$ cat src/rtl/core/cwrc_pkg.sv
package cwrc_pkg;

   localparam int unsigned WAKE_RETRIES_DEF       = 3;
   localparam int unsigned SUBSCRIBE_RETRIES_DEF  = 3;
   localparam int unsigned RPM_GONE_ABORT_MS_DEF  = 3000;
   localparam int unsigned RECORD_CONFIRM_MS_DEF  = 2000;
   localparam int unsigned PAIRING_TIMEOUT_MS_DEF = 60000;

   localparam int unsigned REQ_TDATA_W = 64;
   localparam int unsigned RSP_TDATA_W = 8;
   localparam int unsigned CSR_IDX_W   = 3;
   localparam int unsigned CSR_DATA_W  = 32;
   localparam int unsigned TRIES_W     = 4;

   // register indexes of the csr port
   localparam logic [CSR_IDX_W-1:0] CSR_SERIAL_PRESENT_INIT = 3'd0;
   localparam logic [CSR_IDX_W-1:0] CSR_RPM_ON_LEVEL        = 3'd1;
   localparam logic [CSR_IDX_W-1:0] CSR_RPM_OFF_LEVEL       = 3'd2;
   localparam logic [CSR_IDX_W-1:0] CSR_RPM_ON_HOLD_MS      = 3'd3;
   localparam logic [CSR_IDX_W-1:0] CSR_RECORD_START_MS     = 3'd4;
   localparam logic [CSR_IDX_W-1:0] CSR_STOP_RECORD_MS      = 3'd5;
   localparam logic [CSR_IDX_W-1:0] CSR_CONNECT_WINDOW_MS   = 3'd6;
   localparam logic [CSR_IDX_W-1:0] CSR_SUBSCRIBE_WINDOW_MS = 3'd7;

   // action codes
   localparam logic [2:0] ACT_NONE     = 3'd0;
   localparam logic [2:0] ACT_WAKE     = 3'd1;
   localparam logic [2:0] ACT_STOP_ADV = 3'd2;
   localparam logic [2:0] ACT_DISC     = 3'd3;
   localparam logic [2:0] ACT_SHUTTER  = 3'd4;
   localparam logic [2:0] ACT_CONN_ADV = 3'd5;

   // observed record state codes
   localparam logic [1:0] SEEN_IDLE      = 2'd1;
   localparam logic [1:0] SEEN_RECORDING = 2'd2;

   // request kinds on tuser
   localparam logic REQ_STEP = 1'b0;
   localparam logic REQ_INIT = 1'b1;

   typedef enum logic [6:0] {
      MODE_UNPAIRED  = 7'b0000001,
      MODE_IDLE      = 7'b0000010,
      MODE_WAKING    = 7'b0000100,
      MODE_AWAIT     = 7'b0001000,
      MODE_RECORDING = 7'b0010000,
      MODE_WATCHING  = 7'b0100000,
      MODE_PAIRING   = 7'b1000000
   } mode_type;

   localparam logic [2:0] CODE_UNPAIRED  = 3'd0;
   localparam logic [2:0] CODE_IDLE      = 3'd1;
   localparam logic [2:0] CODE_WAKING    = 3'd2;
   localparam logic [2:0] CODE_AWAIT     = 3'd3;
   localparam logic [2:0] CODE_RECORDING = 3'd4;
   localparam logic [2:0] CODE_WATCHING  = 3'd5;
   localparam logic [2:0] CODE_PAIRING   = 3'd6;

   typedef struct packed {
      logic        serial_present_init;
      logic [15:0] rpm_on_level;
      logic [15:0] rpm_off_level;
      logic [31:0] rpm_on_hold_ms;
      logic [31:0] record_start_ms;
      logic [31:0] stop_record_ms;
      logic [31:0] connect_window_ms;
      logic [31:0] subscribe_window_ms;
   } cfg_type;

   typedef struct packed {
      logic        req_type;
      logic [31:0] now_ms;
      logic [15:0] rpm;
      logic        link_up;
      logic        camera_subscribed;
      logic [1:0]  record_seen;
      logic        session_end;
      logic        force_idle;
      logic        unpair_req;
      logic        pair_req;
      logic        serial_captured;
      logic        pair_cancel;
   } item_type;

   typedef struct packed {
      mode_type           mode;
      logic               paired;
      logic               believes_recording;
      mode_type           return_mode;
      logic [31:0]        rpm_on_start;
      logic [31:0]        rpm_gone_start;
      logic [31:0]        attempt_start;
      logic [TRIES_W-1:0] wake_tries;
      logic [TRIES_W-1:0] subscribe_tries;
      logic [31:0]        connect_start;
      logic [31:0]        arm_start;
      logic [31:0]        stop_start;
      logic [31:0]        idle_seen_start;
      logic               retry_spent;
      logic [31:0]        pair_start;
      logic               entry_owed;
   } state_type;

   function automatic logic [2:0] mode_code(input mode_type m);
      logic [2:0] c;
      case (m)
         MODE_UNPAIRED:  c = CODE_UNPAIRED;
         MODE_IDLE:      c = CODE_IDLE;
         MODE_WAKING:    c = CODE_WAKING;
         MODE_AWAIT:     c = CODE_AWAIT;
         MODE_RECORDING: c = CODE_RECORDING;
         MODE_WATCHING:  c = CODE_WATCHING;
         MODE_PAIRING:   c = CODE_PAIRING;
         default:        c = CODE_UNPAIRED;
      endcase
      return c;
   endfunction

   function automatic state_type state_cleared();
      state_type s;
      s                    = '0;
      s.mode               = MODE_UNPAIRED;
      s.return_mode        = MODE_UNPAIRED;
      return s;
   endfunction

endpackage

$ cat src/rtl/core/cwrc_step.sv
module cwrc_step #(
   parameter int unsigned WAKE_RETRIES       = cwrc_pkg::WAKE_RETRIES_DEF,
   parameter int unsigned SUBSCRIBE_RETRIES  = cwrc_pkg::SUBSCRIBE_RETRIES_DEF,
   parameter int unsigned RPM_GONE_ABORT_MS  = cwrc_pkg::RPM_GONE_ABORT_MS_DEF,
   parameter int unsigned RECORD_CONFIRM_MS  = cwrc_pkg::RECORD_CONFIRM_MS_DEF,
   parameter int unsigned PAIRING_TIMEOUT_MS = cwrc_pkg::PAIRING_TIMEOUT_MS_DEF
) (
   input  cwrc_pkg::cfg_type   cfg,
   input  cwrc_pkg::item_type  item,
   input  cwrc_pkg::state_type cur,
   output cwrc_pkg::state_type nxt,
   output logic [2:0]          action
);

   localparam logic [cwrc_pkg::TRIES_W-1:0] WAKE_MAX = cwrc_pkg::TRIES_W'(WAKE_RETRIES);
   localparam logic [cwrc_pkg::TRIES_W-1:0] SUB_MAX  =
      cwrc_pkg::TRIES_W'(SUBSCRIBE_RETRIES);
   localparam logic [31:0] GONE_MS    = 32'(RPM_GONE_ABORT_MS);
   localparam logic [31:0] CONFIRM_MS = 32'(RECORD_CONFIRM_MS);
   localparam logic [31:0] PAIR_MS    = 32'(PAIRING_TIMEOUT_MS);

   // zero means a timer is not running, so a start at time zero is kept as one
   function automatic logic [31:0] stamp(input logic [31:0] now);
      return (now == 32'd0) ? 32'd1 : now;
   endfunction

   function automatic logic passed(input logic [31:0] now, input logic [31:0] since,
                                   input logic [31:0] span);
      logic [31:0] diff;
      diff = now - since;
      return diff >= span;
   endfunction

   function automatic cwrc_pkg::state_type clear_timers(input cwrc_pkg::state_type s);
      cwrc_pkg::state_type r;
      r                 = s;
      r.rpm_on_start    = '0;
      r.rpm_gone_start  = '0;
      r.attempt_start   = '0;
      r.wake_tries      = '0;
      r.subscribe_tries = '0;
      r.connect_start   = '0;
      r.arm_start       = '0;
      r.stop_start      = '0;
      r.idle_seen_start = '0;
      r.retry_spent     = 1'b0;
      r.pair_start      = '0;
      r.entry_owed      = 1'b0;
      return r;
   endfunction

   logic [31:0]                  now;
   logic [31:0]                  now_st;
   logic                         rpm_hi;
   logic                         rpm_lo;
   logic                         gone_abort;
   logic                         shut;
   logic                         done;
   logic [cwrc_pkg::TRIES_W-1:0] sub_tries_inc;

   assign now    = item.now_ms;
   assign now_st = stamp(item.now_ms);
   assign rpm_hi = item.rpm > cfg.rpm_on_level;
   assign rpm_lo = item.rpm < cfg.rpm_off_level;
   assign sub_tries_inc = cur.subscribe_tries + 1'b1;

   always_comb begin
      nxt        = cur;
      action     = cwrc_pkg::ACT_NONE;
      gone_abort = 1'b0;
      shut       = 1'b0;
      done       = 1'b0;
      if (item.req_type == cwrc_pkg::REQ_INIT) begin
         nxt        = cwrc_pkg::state_cleared();
         nxt.paired = cfg.serial_present_init;
         nxt.mode   = cfg.serial_present_init ? cwrc_pkg::MODE_IDLE : cwrc_pkg::MODE_UNPAIRED;
      end else if (item.force_idle) begin
         nxt                    = clear_timers(cur);
         nxt.believes_recording = 1'b0;
         nxt.mode = cur.paired ? cwrc_pkg::MODE_IDLE : cwrc_pkg::MODE_UNPAIRED;
         if (cur.mode == cwrc_pkg::MODE_WAKING || cur.mode == cwrc_pkg::MODE_PAIRING) begin
            action = cwrc_pkg::ACT_STOP_ADV;
         end
      end else if (item.unpair_req && (cur.mode == cwrc_pkg::MODE_UNPAIRED ||
                                       cur.mode == cwrc_pkg::MODE_IDLE)) begin
         nxt.mode   = cwrc_pkg::MODE_UNPAIRED;
         nxt.paired = 1'b0;
         action     = cwrc_pkg::ACT_DISC;
      end else begin
         if (item.pair_req && (cur.mode == cwrc_pkg::MODE_UNPAIRED ||
                               cur.mode == cwrc_pkg::MODE_IDLE)) begin
            nxt.return_mode = cur.mode;
            nxt.mode        = cwrc_pkg::MODE_PAIRING;
            nxt.pair_start  = now_st;
            nxt.entry_owed  = 1'b1;
         end
         if (item.serial_captured) begin
            nxt.paired = 1'b1;
            if (nxt.mode == cwrc_pkg::MODE_PAIRING) begin
               nxt                    = clear_timers(nxt);
               nxt.believes_recording = 1'b0;
               nxt.mode               = cwrc_pkg::MODE_IDLE;
               action                 = cwrc_pkg::ACT_DISC;
               done                   = 1'b1;
            end
         end
         if (!done) begin
            case (nxt.mode)
               cwrc_pkg::MODE_IDLE: begin
                  if (!rpm_hi) begin
                     nxt.rpm_on_start = '0;
                  end else if (nxt.rpm_on_start == 32'd0) begin
                     nxt.rpm_on_start = now_st;
                  end else if (passed(now, nxt.rpm_on_start, cfg.rpm_on_hold_ms)) begin
                     nxt.rpm_on_start = '0;
                     nxt.arm_start    = now_st;
                     if (item.link_up) begin
                        nxt.mode          = cwrc_pkg::MODE_AWAIT;
                        nxt.connect_start = now_st;
                        nxt.entry_owed    = 1'b0;
                     end else begin
                        nxt.mode           = cwrc_pkg::MODE_WAKING;
                        nxt.wake_tries     = cwrc_pkg::TRIES_W'(1);
                        nxt.attempt_start  = now_st;
                        nxt.rpm_gone_start = '0;
                        action             = cwrc_pkg::ACT_WAKE;
                     end
                  end
               end
               cwrc_pkg::MODE_WAKING: begin
                  if (item.link_up) begin
                     nxt.mode          = cwrc_pkg::MODE_AWAIT;
                     nxt.connect_start = now_st;
                     nxt.entry_owed    = 1'b0;
                  end else begin
                     if (rpm_hi) begin
                        if (nxt.arm_start == 32'd0) nxt.arm_start = now_st;
                     end else if (rpm_lo) begin
                        nxt.arm_start = '0;
                     end
                     if (rpm_lo) begin
                        if (nxt.rpm_gone_start == 32'd0) begin
                           nxt.rpm_gone_start = now_st;
                        end else if (passed(now, nxt.rpm_gone_start, GONE_MS)) begin
                           gone_abort = 1'b1;
                        end
                     end else begin
                        nxt.rpm_gone_start = '0;
                     end
                     if (gone_abort) begin
                        nxt      = clear_timers(nxt);
                        nxt.mode = cwrc_pkg::MODE_IDLE;
                        action   = cwrc_pkg::ACT_STOP_ADV;
                     end else if (passed(now, nxt.attempt_start, cfg.connect_window_ms)) begin
                        if (nxt.wake_tries < WAKE_MAX) begin
                           nxt.wake_tries     = nxt.wake_tries + 1'b1;
                           nxt.attempt_start  = now_st;
                           nxt.rpm_gone_start = '0;
                           action             = cwrc_pkg::ACT_WAKE;
                        end else begin
                           nxt      = clear_timers(nxt);
                           nxt.mode = cwrc_pkg::MODE_IDLE;
                           action   = cwrc_pkg::ACT_STOP_ADV;
                        end
                     end else if (item.session_end) begin
                        nxt      = clear_timers(nxt);
                        nxt.mode = cwrc_pkg::MODE_IDLE;
                        action   = cwrc_pkg::ACT_STOP_ADV;
                     end
                  end
               end
               cwrc_pkg::MODE_AWAIT: begin
                  if (rpm_hi) begin
                     if (nxt.arm_start == 32'd0) nxt.arm_start = now_st;
                  end else if (rpm_lo) begin
                     nxt.arm_start = '0;
                  end
                  if (!item.link_up) begin
                     nxt.mode           = cwrc_pkg::MODE_WAKING;
                     nxt.wake_tries     = cwrc_pkg::TRIES_W'(1);
                     nxt.attempt_start  = now_st;
                     nxt.rpm_gone_start = '0;
                     action             = cwrc_pkg::ACT_WAKE;
                  end else if (item.session_end) begin
                     if (nxt.believes_recording && item.camera_subscribed) begin
                        nxt.believes_recording = 1'b0;
                        action                 = cwrc_pkg::ACT_SHUTTER;
                     end
                     nxt.mode       = cwrc_pkg::MODE_WATCHING;
                     nxt.arm_start  = '0;
                     nxt.stop_start = '0;
                  end else if (!item.camera_subscribed &&
                               passed(now, nxt.connect_start, cfg.subscribe_window_ms)) begin
                     action = cwrc_pkg::ACT_DISC;
                     if (sub_tries_inc > SUB_MAX) begin
                        nxt      = clear_timers(nxt);
                        nxt.mode = cwrc_pkg::MODE_IDLE;
                     end else begin
                        nxt.subscribe_tries = sub_tries_inc;
                        nxt.mode            = cwrc_pkg::MODE_WAKING;
                        nxt.wake_tries      = cwrc_pkg::TRIES_W'(1);
                        nxt.attempt_start   = now_st;
                        nxt.rpm_gone_start  = '0;
                     end
                  end else if (item.camera_subscribed) begin
                     nxt.subscribe_tries = '0;
                     nxt.mode            = cwrc_pkg::MODE_WATCHING;
                     nxt.stop_start      = '0;
                  end
               end
               cwrc_pkg::MODE_RECORDING: begin
                  if (item.session_end) begin
                     if (nxt.believes_recording) begin
                        nxt.believes_recording = 1'b0;
                        action                 = cwrc_pkg::ACT_SHUTTER;
                     end
                     nxt.mode       = cwrc_pkg::MODE_WATCHING;
                     nxt.arm_start  = '0;
                     nxt.stop_start = '0;
                  end else if (!item.link_up) begin
                     nxt.mode           = cwrc_pkg::MODE_WAKING;
                     nxt.wake_tries     = cwrc_pkg::TRIES_W'(1);
                     nxt.attempt_start  = now_st;
                     nxt.rpm_gone_start = '0;
                     action             = cwrc_pkg::ACT_WAKE;
                  end else begin
                     // camera says idle while we think it records: one shutter retry
                     if (item.record_seen == cwrc_pkg::SEEN_RECORDING) begin
                        nxt.idle_seen_start = '0;
                        nxt.retry_spent     = 1'b0;
                     end else if (item.record_seen == cwrc_pkg::SEEN_IDLE &&
                                  nxt.believes_recording) begin
                        if (!nxt.retry_spent) begin
                           if (nxt.idle_seen_start == 32'd0) begin
                              nxt.idle_seen_start = now_st;
                           end else if (passed(now, nxt.idle_seen_start, CONFIRM_MS)) begin
                              nxt.idle_seen_start = '0;
                              nxt.retry_spent     = 1'b1;
                              shut                = 1'b1;
                           end
                        end
                     end else begin
                        nxt.idle_seen_start = '0;
                     end
                     if (shut) begin
                        action = cwrc_pkg::ACT_SHUTTER;
                     end else if (rpm_lo) begin
                        if (nxt.stop_start == 32'd0) begin
                           nxt.stop_start = now_st;
                        end else if (passed(now, nxt.stop_start, cfg.stop_record_ms)) begin
                           if (nxt.believes_recording) begin
                              nxt.believes_recording = 1'b0;
                              action                 = cwrc_pkg::ACT_SHUTTER;
                           end
                           nxt.mode       = cwrc_pkg::MODE_WATCHING;
                           nxt.arm_start  = '0;
                           nxt.stop_start = '0;
                        end
                     end else begin
                        nxt.stop_start = '0;
                     end
                  end
               end
               cwrc_pkg::MODE_WATCHING: begin
                  if (rpm_hi) begin
                     if (nxt.arm_start == 32'd0) nxt.arm_start = now_st;
                  end else if (rpm_lo) begin
                     nxt.arm_start = '0;
                  end
                  if (!item.link_up) begin
                     nxt                    = clear_timers(nxt);
                     nxt.believes_recording = 1'b0;
                     nxt.mode               = cwrc_pkg::MODE_IDLE;
                  end else if (!item.session_end && item.camera_subscribed &&
                               nxt.arm_start != 32'd0 &&
                               passed(now, nxt.arm_start, cfg.record_start_ms)) begin
                     if (item.record_seen == cwrc_pkg::SEEN_RECORDING) begin
                        shut = 1'b0;
                     end else if (item.record_seen == cwrc_pkg::SEEN_IDLE) begin
                        shut = 1'b1;
                     end else begin
                        shut = !nxt.believes_recording;
                     end
                     nxt.mode               = cwrc_pkg::MODE_RECORDING;
                     nxt.stop_start         = '0;
                     nxt.idle_seen_start    = '0;
                     nxt.retry_spent        = 1'b0;
                     nxt.subscribe_tries    = '0;
                     nxt.believes_recording = 1'b1;
                     action = shut ? cwrc_pkg::ACT_SHUTTER : cwrc_pkg::ACT_NONE;
                  end
               end
               cwrc_pkg::MODE_PAIRING: begin
                  if (nxt.entry_owed) begin
                     nxt.entry_owed = 1'b0;
                     action         = cwrc_pkg::ACT_CONN_ADV;
                  end else if (item.pair_cancel || passed(now, nxt.pair_start, PAIR_MS)) begin
                     nxt.mode         = nxt.return_mode;
                     nxt.rpm_on_start = '0;
                     action           = cwrc_pkg::ACT_STOP_ADV;
                  end
               end
               default: begin
                  action = cwrc_pkg::ACT_NONE;
               end
            endcase
         end
      end
   end

endmodule

$ cat src/rtl/core/camera_wake_record_controller_unit.sv
// datapath: a taken request word goes into the input register, and one pass of step logic
// moves it into the result register once that register is empty or being drained
// throughput: one word per cycle while the result side takes words; the step logic runs once
// per word and its state update is committed in the same cycle the result register loads
// reset: synchronous, active high; clears mode to unpaired, all timers and flags,
// and loads the csr registers with their default values
module camera_wake_record_controller_unit #(
   parameter int unsigned WAKE_RETRIES       = cwrc_pkg::WAKE_RETRIES_DEF,
   parameter int unsigned SUBSCRIBE_RETRIES  = cwrc_pkg::SUBSCRIBE_RETRIES_DEF,
   parameter int unsigned RPM_GONE_ABORT_MS  = cwrc_pkg::RPM_GONE_ABORT_MS_DEF,
   parameter int unsigned RECORD_CONFIRM_MS  = cwrc_pkg::RECORD_CONFIRM_MS_DEF,
   parameter int unsigned PAIRING_TIMEOUT_MS = cwrc_pkg::PAIRING_TIMEOUT_MS_DEF
) (
   input  logic                               clock,
   input  logic                               reset,
   input  logic                               req_tvalid,
   output logic                               req_tready,
   // now_ms[31:0], rpm[47:32], link_up[48], camera_subscribed[49],
   // record_seen[51:50], session_end[52], force_idle[53], unpair_req[54],
   // pair_req[55], serial_captured[56], pair_cancel[57], zero[63:58]
   input  logic [cwrc_pkg::REQ_TDATA_W-1:0]   req_tdata,
   // req_type[0]
   input  logic                               req_tuser,
   output logic                               rsp_tvalid,
   input  logic                               rsp_tready,
   // action[2:0], mode_now[5:3], recording_belief[6], paired_flag[7]
   output logic [cwrc_pkg::RSP_TDATA_W-1:0]   rsp_tdata,
   input  logic                               csr_we,
   input  logic [cwrc_pkg::CSR_IDX_W-1:0]     csr_index,
   input  logic [cwrc_pkg::CSR_DATA_W-1:0]    csr_wdata
);

   cwrc_pkg::cfg_type                 cfg_ff, cfg_in;
   cwrc_pkg::item_type                item_ff, item_in;
   logic                              in_vld_ff, in_vld_in;
   cwrc_pkg::state_type               state_ff, state_in, state_step;
   logic                              out_vld_ff, out_vld_in;
   logic [cwrc_pkg::RSP_TDATA_W-1:0]  out_data_ff, out_data_in;
   logic [2:0]                        step_action;
   logic                              step_go;
   logic                              req_take;

   // a word moves from the input register to the result register when the
   // result register is empty or being drained
   assign step_go    = in_vld_ff && (!out_vld_ff || rsp_tready);
   assign req_tready = !in_vld_ff || step_go;
   assign req_take   = req_tvalid && req_tready;

   always_comb begin
      item_in                   = item_ff;
      in_vld_in                 = in_vld_ff;
      if (step_go) in_vld_in    = 1'b0;
      if (req_take) begin
         in_vld_in                 = 1'b1;
         item_in.req_type          = req_tuser;
         item_in.now_ms            = req_tdata[31:0];
         item_in.rpm               = req_tdata[47:32];
         item_in.link_up           = req_tdata[48];
         item_in.camera_subscribed = req_tdata[49];
         item_in.record_seen       = req_tdata[51:50];
         item_in.session_end       = req_tdata[52];
         item_in.force_idle        = req_tdata[53];
         item_in.unpair_req        = req_tdata[54];
         item_in.pair_req          = req_tdata[55];
         item_in.serial_captured   = req_tdata[56];
         item_in.pair_cancel       = req_tdata[57];
      end
   end

   always_comb begin
      cfg_in = cfg_ff;
      if (csr_we) begin
         case (csr_index)
            cwrc_pkg::CSR_SERIAL_PRESENT_INIT: cfg_in.serial_present_init = csr_wdata[0];
            cwrc_pkg::CSR_RPM_ON_LEVEL:        cfg_in.rpm_on_level        = csr_wdata[15:0];
            cwrc_pkg::CSR_RPM_OFF_LEVEL:       cfg_in.rpm_off_level       = csr_wdata[15:0];
            cwrc_pkg::CSR_RPM_ON_HOLD_MS:      cfg_in.rpm_on_hold_ms      = csr_wdata;
            cwrc_pkg::CSR_RECORD_START_MS:     cfg_in.record_start_ms     = csr_wdata;
            cwrc_pkg::CSR_STOP_RECORD_MS:      cfg_in.stop_record_ms      = csr_wdata;
            cwrc_pkg::CSR_CONNECT_WINDOW_MS:   cfg_in.connect_window_ms   = csr_wdata;
            cwrc_pkg::CSR_SUBSCRIBE_WINDOW_MS: cfg_in.subscribe_window_ms = csr_wdata;
            default: cfg_in = cfg_ff;
         endcase
      end
   end

   cwrc_step #(
      .WAKE_RETRIES       (WAKE_RETRIES),
      .SUBSCRIBE_RETRIES  (SUBSCRIBE_RETRIES),
      .RPM_GONE_ABORT_MS  (RPM_GONE_ABORT_MS),
      .RECORD_CONFIRM_MS  (RECORD_CONFIRM_MS),
      .PAIRING_TIMEOUT_MS (PAIRING_TIMEOUT_MS)
   ) u_step (
      .cfg    (cfg_ff),
      .item   (item_ff),
      .cur    (state_ff),
      .nxt    (state_step),
      .action (step_action)
   );

   always_comb begin
      state_in    = state_ff;
      out_data_in = out_data_ff;
      out_vld_in  = out_vld_ff;
      if (out_vld_ff && rsp_tready) out_vld_in = 1'b0;
      if (step_go) begin
         state_in    = state_step;
         out_vld_in  = 1'b1;
         out_data_in = {state_step.paired, state_step.believes_recording,
                        cwrc_pkg::mode_code(state_step.mode), step_action};
      end
   end

   always_ff @(posedge clock) begin
      if (reset) begin
         in_vld_ff                  <= 1'b0;
         out_vld_ff                 <= 1'b0;
         state_ff                   <= cwrc_pkg::state_cleared();
         cfg_ff.serial_present_init <= 1'b0;
         cfg_ff.rpm_on_level        <= 16'd1000;
         cfg_ff.rpm_off_level       <= 16'd500;
         cfg_ff.rpm_on_hold_ms      <= 32'd2000;
         cfg_ff.record_start_ms     <= 32'd5000;
         cfg_ff.stop_record_ms      <= 32'd30000;
         cfg_ff.connect_window_ms   <= 32'd10000;
         cfg_ff.subscribe_window_ms <= 32'd5000;
      end else begin
         in_vld_ff  <= in_vld_in;
         out_vld_ff <= out_vld_in;
         state_ff   <= state_in;
         cfg_ff     <= cfg_in;
      end
   end

   always_ff @(posedge clock) begin
      item_ff     <= item_in;
      out_data_ff <= out_data_in;
   end

   assign rsp_tvalid = out_vld_ff;
   assign rsp_tdata  = out_data_ff;

   a_step_fills_out: assert property (@(posedge clock) disable iff (reset)
      step_go |=> out_vld_ff)
      else $error("step committed but no result word held");

   a_wake_tries_bound: assert property (@(posedge clock) disable iff (reset)
      state_ff.wake_tries <= cwrc_pkg::TRIES_W'(WAKE_RETRIES))
      else $error("wake retry count above limit");

   a_waking_has_try: assert property (@(posedge clock) disable iff (reset)
      state_ff.mode == cwrc_pkg::MODE_WAKING |-> state_ff.wake_tries != '0)
      else $error("waking without a wake attempt counted");

   a_out_mode_match: assert property (@(posedge clock) disable iff (reset)
      step_go |=> rsp_tdata[5:3] == cwrc_pkg::mode_code(state_ff.mode))
      else $error("reported mode differs from held mode");

endmodule

$ cat config.mk
export PLATFORM = sky130hd
export DESIGN_NAME = camera_wake_record_controller_unit
export DESIGN_NICKNAME = d
export VERILOG_FILES = /design/src/rtl/core/cwrc_pkg.sv /design/src/rtl/core/cwrc_step.sv /design/src/rtl/core/camera_wake_record_controller_unit.sv
export SDC_FILE = /design/constraint.sdc
export NUM_CORES = 2
export LEC_CHECK = 0
export BUFFER_PORTS_ARGS = -buffer_cell sky130_fd_sc_hd__buf_2
export CORE_MARGIN = 2
export CORE_UTILIZATION = 35
export DETAILED_ROUTE_END_ITERATION = 10
export PLACE_DENSITY = 0.6
export SYNTH_ARGS = -nofsm -noshare
export SYNTH_HDL_FRONTEND = slang
export SYNTH_HIERARCHICAL = 1
export SYNTH_SLANG_ARGS = --single-unit
$ cat constraint.sdc
create_clock -name clock -period 16.5 [get_ports clock]
set_clock_uncertainty 0.05 [all_clocks]
set_input_delay 3.3 -clock clock [delete_from_list [all_inputs] [get_ports clock]]
set_output_delay 3.3 -clock clock [all_outputs]
set_load 0.01 [all_outputs]
-- Yosys cells after proc, flatten, opt, wreduce, memory -nomap -nowiden
Cells that the tools add are included.
- register bits after elaboration: 544
- logic and storage cells: 413
- add/sub/neg operators: 10
- order comparisons: 12
- equal/unequal tests: 29
- muxes and demuxes: 281
- reductions and logical operators: 41
- operators with widths (kind ; count):
    $mux 282 ; 11
    $mux 64 ; 26
    $mux 162 ; 9
    $mux 32 ; 37
    $mux 33 ; 26
    $mux 109 ; 7
    $mux 72 ; 8
    $mux 68 ; 5
    $pmux 68 s5 ; 1
    $mux 166 ; 2
    $pmux 32 s5 ; 2
    $mux 100 ; 3
    $mux 274 ; 1
    $pmux 65 s4 ; 1
    $sub 32x32->32 ; 8
    $logic_not 32->1 ; 6
    $mux 7 ; 23
    $ge 32x32->1 ; 5
    $mux 143 ; 1
    $mux 66 ; 2
    $mux 65 ; 2
    $mux 129 ; 1
    $pmux 32 s4 ; 1
    $mux 113 ; 1
    49 further kinds ; 184

-- Longest topological paths before layout
- depth in word-level cells: 49
- gate-level depth with buffers: 46
- depth with buffers taken out: 42

-- By module
Netlist, hierarchy kept.
- modules (own cells, without submodules) (module ; times used ; cells each ; area each (um2) ; sequential area each (um2)):
    cwrc_step ; 1 ; 4288 ; 27720.3 ; 0.0
    camera_wake_record_controller_unit ; 1 ; 2136 ; 21605.7 ; 11561.1

-- Worst setup path after synthesis
No wires, ideal clock.
- path kind: register to register
- start point: reg state_ff[276] (netlist name)
- end point: reg state_ff[172] (netlist name)
- setup time: 0.119 ns
- arrival time: 9.135 ns
- data required time: 16.331 ns
- path slack: 7.196 ns
- stages on the path, launching flop included: 44
- cells stage by stage: dfxtp_1 buf_4 xor2_2 a31oi_4 or2_1 buf_2 clkbuf_1 clkbuf_1 clkbuf_1 clkbuf_1 clkbuf_1 clkbuf_1 clkbuf_1 nand2_1 ha_1 a21o_1 a21o_1 a21o_1 [8 not listed] nor2_1 ha_1 a21o_1 a21o_1 a21o_1 a21o_1 a21o_1 a21o_1 a221oi_1 inv_1 nand2_1 o21ai_0 a221oi_1 nand2_1 a21oi_1 a21oi_1 nand2b_1 mux2i_1
- RTL lines (element ; line ; text):
    start, declared ; camera_wake_record_controller_unit.sv:36 ; cwrc_pkg::state_type state_ff, state_in, state_step;
    start signal, assigned ; camera_wake_record_controller_unit.sv:118 ; state_ff <= cwrc_pkg::state_cleared();
    start signal, assigned ; camera_wake_record_controller_unit.sv:130 ; state_ff <= state_in;

==> summary.txt <==
Outcome
  – Outcome: completed

Worst setup path
  – Library cell appearing most often on the critical path: sky130_fd_sc_hd__o21ai_0
  – Crit start category: flop
  – Startpoint of the worst setup timing path: state_ff[275]
  – Maximum net fanout on the critical path: 129
  – Category of the most critical setup path: reg2reg
  – Data arrival time at the worst-slack endpoint: 11.93 ns
  – Cell count of the worst reg-to-reg path: 35
  – Maximum single-stage delay on the critical path: 0.90 ns
  – Worst reg2reg endpoint: state_ff[57]
  – Reg-to-Reg Start: state_ff[275]
  – Endpoint kind of the worst setup timing path: flop
  – Data required time at the worst endpoint: 16.98 ns
  – Register-to-register path setup slack: between 5 and 6 ns
  – Master of the slowest instance on the critical path: sky130_fd_sc_hd__nand2_1

Final layout
  – Non-filler cells, final: between 8000 and 9000
  – Filler Cells Inserted: 14400
  – Area delta synth->final: 9.32%
  – Fraction of final layout cells with drive strength greater than 1: ~6.7%
  – Commonest cells after routing, fill and taps aside: 734 x sky130_fd_sc_hd__nand2_1, 615 x sky130_fd_sc_hd__nand2b_1, 538 x sky130_fd_sc_hd__a21oi_1
  – Final core utilization: between 30% and 40%
  – Number of nets in the final layout: a little under 7000
  – Most common library cell in the layout ignoring fill and taps: sky130_fd_sc_hd__nand2_1

Global routing
  – Number of antenna violations at the first check in global routing: 8
  – All-Layer GR Usage: 24.7%
  – Maximum number of pins on one net before global-route repair: ~250
  – First-pass GRT wire length: ~270000 um
  – GRT overflow: 0
  – Vias in the first global route: 44900

Clocking
  – CTS sink cnt: about 540
  – Post_cts resized: 0
  – Register clock-pin slew on the reported worst setup and hold paths: 0.06 ns
  – Post-CTS repair timing setup buffer count: 0
  – H-tree depth: 3
  – Hold buffer count at CTS: 0
  – Worst-skew pair later-pin latency: 0.70 ns
  – Buffer cell driving the clock tree root: sky130_fd_sc_hd__clkbuf_16
  – TritonCTS buffer count: a little over 70
  – Clock tree from TritonCTS: built
  – Clk buf depth: 3

Yosys
  – Mean instance size in the synthesized netlist: ~7.7 sq um
  – Main flop type after synthesis: sky130_fd_sc_hd__dfxtp_1
  – Yosys warning count: 6
  – Register area share after synthesis: a little under a quarter
  – Net Count, Synth: 6972
  – Netlist area before placement: around 49000 sq um
  – Post-synthesis sequential element count: approximately 540
  – Library cells used by synthesis: about 100
  – Synth Instances: 6424
  – Async set-reset flop share out of synthesis: 0%
  – Number of enable-type register cells in the synthesized netlist: 67

Min path
  – Worst hold path endpoint: cfg_ff[75]
  – Class of the tightest hold or removal check: reg2reg
  – Depth of the worst hold-timing path: 2
  – Worst hold path startpoint: cfg_ff[75]

STA
  – Final TNS setup: 0 ns
  – Final critical path time including I/O delays and setup: 11.45 ns
  – Hold WS: between 0.4 and 0.5 ns
  – Fin crit share: around 70%
  – Total setup violations reported at the end of the flow: 0
  – Max Slew Vio Count: 0
  – Actual transition at the worst max-transition pin: 1.30 ns
  – Worst rel slew slack: between 10% and 20%
  – Unrepaired setup endpoints after global routing: false
  – Max Freq: between 0.08 and 0.09 GHz
  – Final hold viol count: 0

Detailed routing
  – Post-DRT Antenna Nets: 0
  – Total number of vias: 48400
  – Number of vias per cell: between 5 and 6
  – Number of detailed-route iterations in the first pass: 9
  – Drt first-iter violations: roughly 5000
  – DRC violation count after routing: 0
  – Routed length per placed instance: around 22 um
  – Wirelength, routed: 183000 um

Floorplan
  – Boundary pin count: 115
  – Placeable core area: 140000 sq um
  – Die Area: between 100000 and 150000 sq um
  – Starting Density: between 30% and 40%
  – Vertical extent of the die: between 300 and 400 um
  – Floorplan die width: between 300 and 400 um
  – Number of placement rows: 137

Power
  – Ratio of total power to cell area: just under 80 nW/um^2
  – Largest vdd supply drop: about 0.091 mV
  – Reported leakage power: approximately 20 nW

Place
  – Cell count after placement: between 8000 and 9000
  – Count of input and output buffers: roughly 110
  – GPL Wtd Cong: around 0.94
  – Post-DP HPWL: approximately 130000 um

Flow run
  – Number of max-capacitance violations reported: 0
==> layer usage <==
metal  GRT usage [%]  share of wire (%)  vias up
met5               0             0.0076        -
met4            12.1                5.5        2
met3            4.99                8.9      455
met2            37.6                 42     2029
met1            33.1                 43    23000
li1                -                  -    22800
==> stage by stage <==
step / setup slack (ns) / power [W] / area [sq um]
6_report: 5.05 / 0.00426 / 53900
2_1_floorplan: 7.20 / 0.00218 / 49300
4_1_cts: 5.52 / 0.00427 / 53900
3_5_place_dp: 5.58 / 0.00250 / 51300
3_3_place_gp: 5.69 / 0.00249 / 51300
5_1_grt: 4.55 / 0.00445 / 53900
==> synthesized netlist by cell type, drive strengths merged (109+ instances only) <==
cell    instances  area share, %
o21ai         289            2.9
nor2          424            3.2
a21oi         544            5.6
a22o          109            1.9
a21o          162            2.5
ha            436             11
xnor2         114            2.0
clkbuf        268            2.0
mux2i         330            6.7
buf           128            2.0
nand2b        615            7.8
nor3          121            1.2
dfxtp         477             19
nand2         736            5.6
inv           358            2.7
==> report_power, final <==
group          total [W]  leakage (nW)  internal [W]  switching (W)
logic            0.00113          14.7      0.000410       0.000717
clock network    0.00176          1.29       0.00104       0.000712
registers        0.00138          4.50       0.00136      0.0000173
total            0.00426          20.5       0.00282        0.00145
==> final cells by class <==
type	instances	area, sq um	share of cell area (%)
Multi-Input combinational cell	5125	34500	64.1
Sequential cell	544	11600	21.4
Tap cell	1876	2350	4.35
Clock buffer	100	2130	3.95
Timing Repair Buffer	225	1470	2.72
Inverter	359	1350	2.50
Clock inverter	33	515	0.956
Antenna cell	1	2.50	0.00464
==> flip-flops by register name, summed over array words and instances (netlist names) <==
signal and flops:
state_ff 282, cfg_ff 193, item_ff 59, rsp_tdata 8, in_vld_ff 1, rsp_tvalid 1
==> worst max path at each step <==
stage,endpoint,cells past startpoint
2_1_floorplan,state_ff[172],43
3_3_place_gp,state_ff[192],36
3_5_place_dp,state_ff[174],36
4_1_cts,state_ff[174],36
5_1_grt,state_ff[57],35
6_report,state_ff[57],35
==> cells by family (layout without fill, tap and decap cells) <==
| family | after synthesis | after routing | synth area share [%] |
|---|---|---|---|
| compound gates | 1836 | 1836 | 24.9 |
| xor+xnor | 174 | 174 | 3.12 |
| fa+ha+maj | 443 | 443 | 11.3 |
| buf+inv | 755 | 717 | 6.75 |
| flops | 544 | 544 | 23.4 |
| mux | 334 | 334 | 6.81 |
| other cells | 0 | 1 | 0 |
| simple gates | 2338 | 2338 | 23.7 |
==> worst max-delay path: cells and delay by family (launching register included) <==
kind | cells | cell delay (ns)
buffers and inverters | 2 | 0.66
xor gates and xnor gates | 2 | 0.36
muxes | 1 | 0.08
and+or+nand+nor | 7 | 2.71
DFF | 1 | 0.57
adders and majority gates | 3 | 0.75
AOI/OAI and AO/OA | 20 | 6.02
No activity file was read; power rests on OpenSTA's default activity.
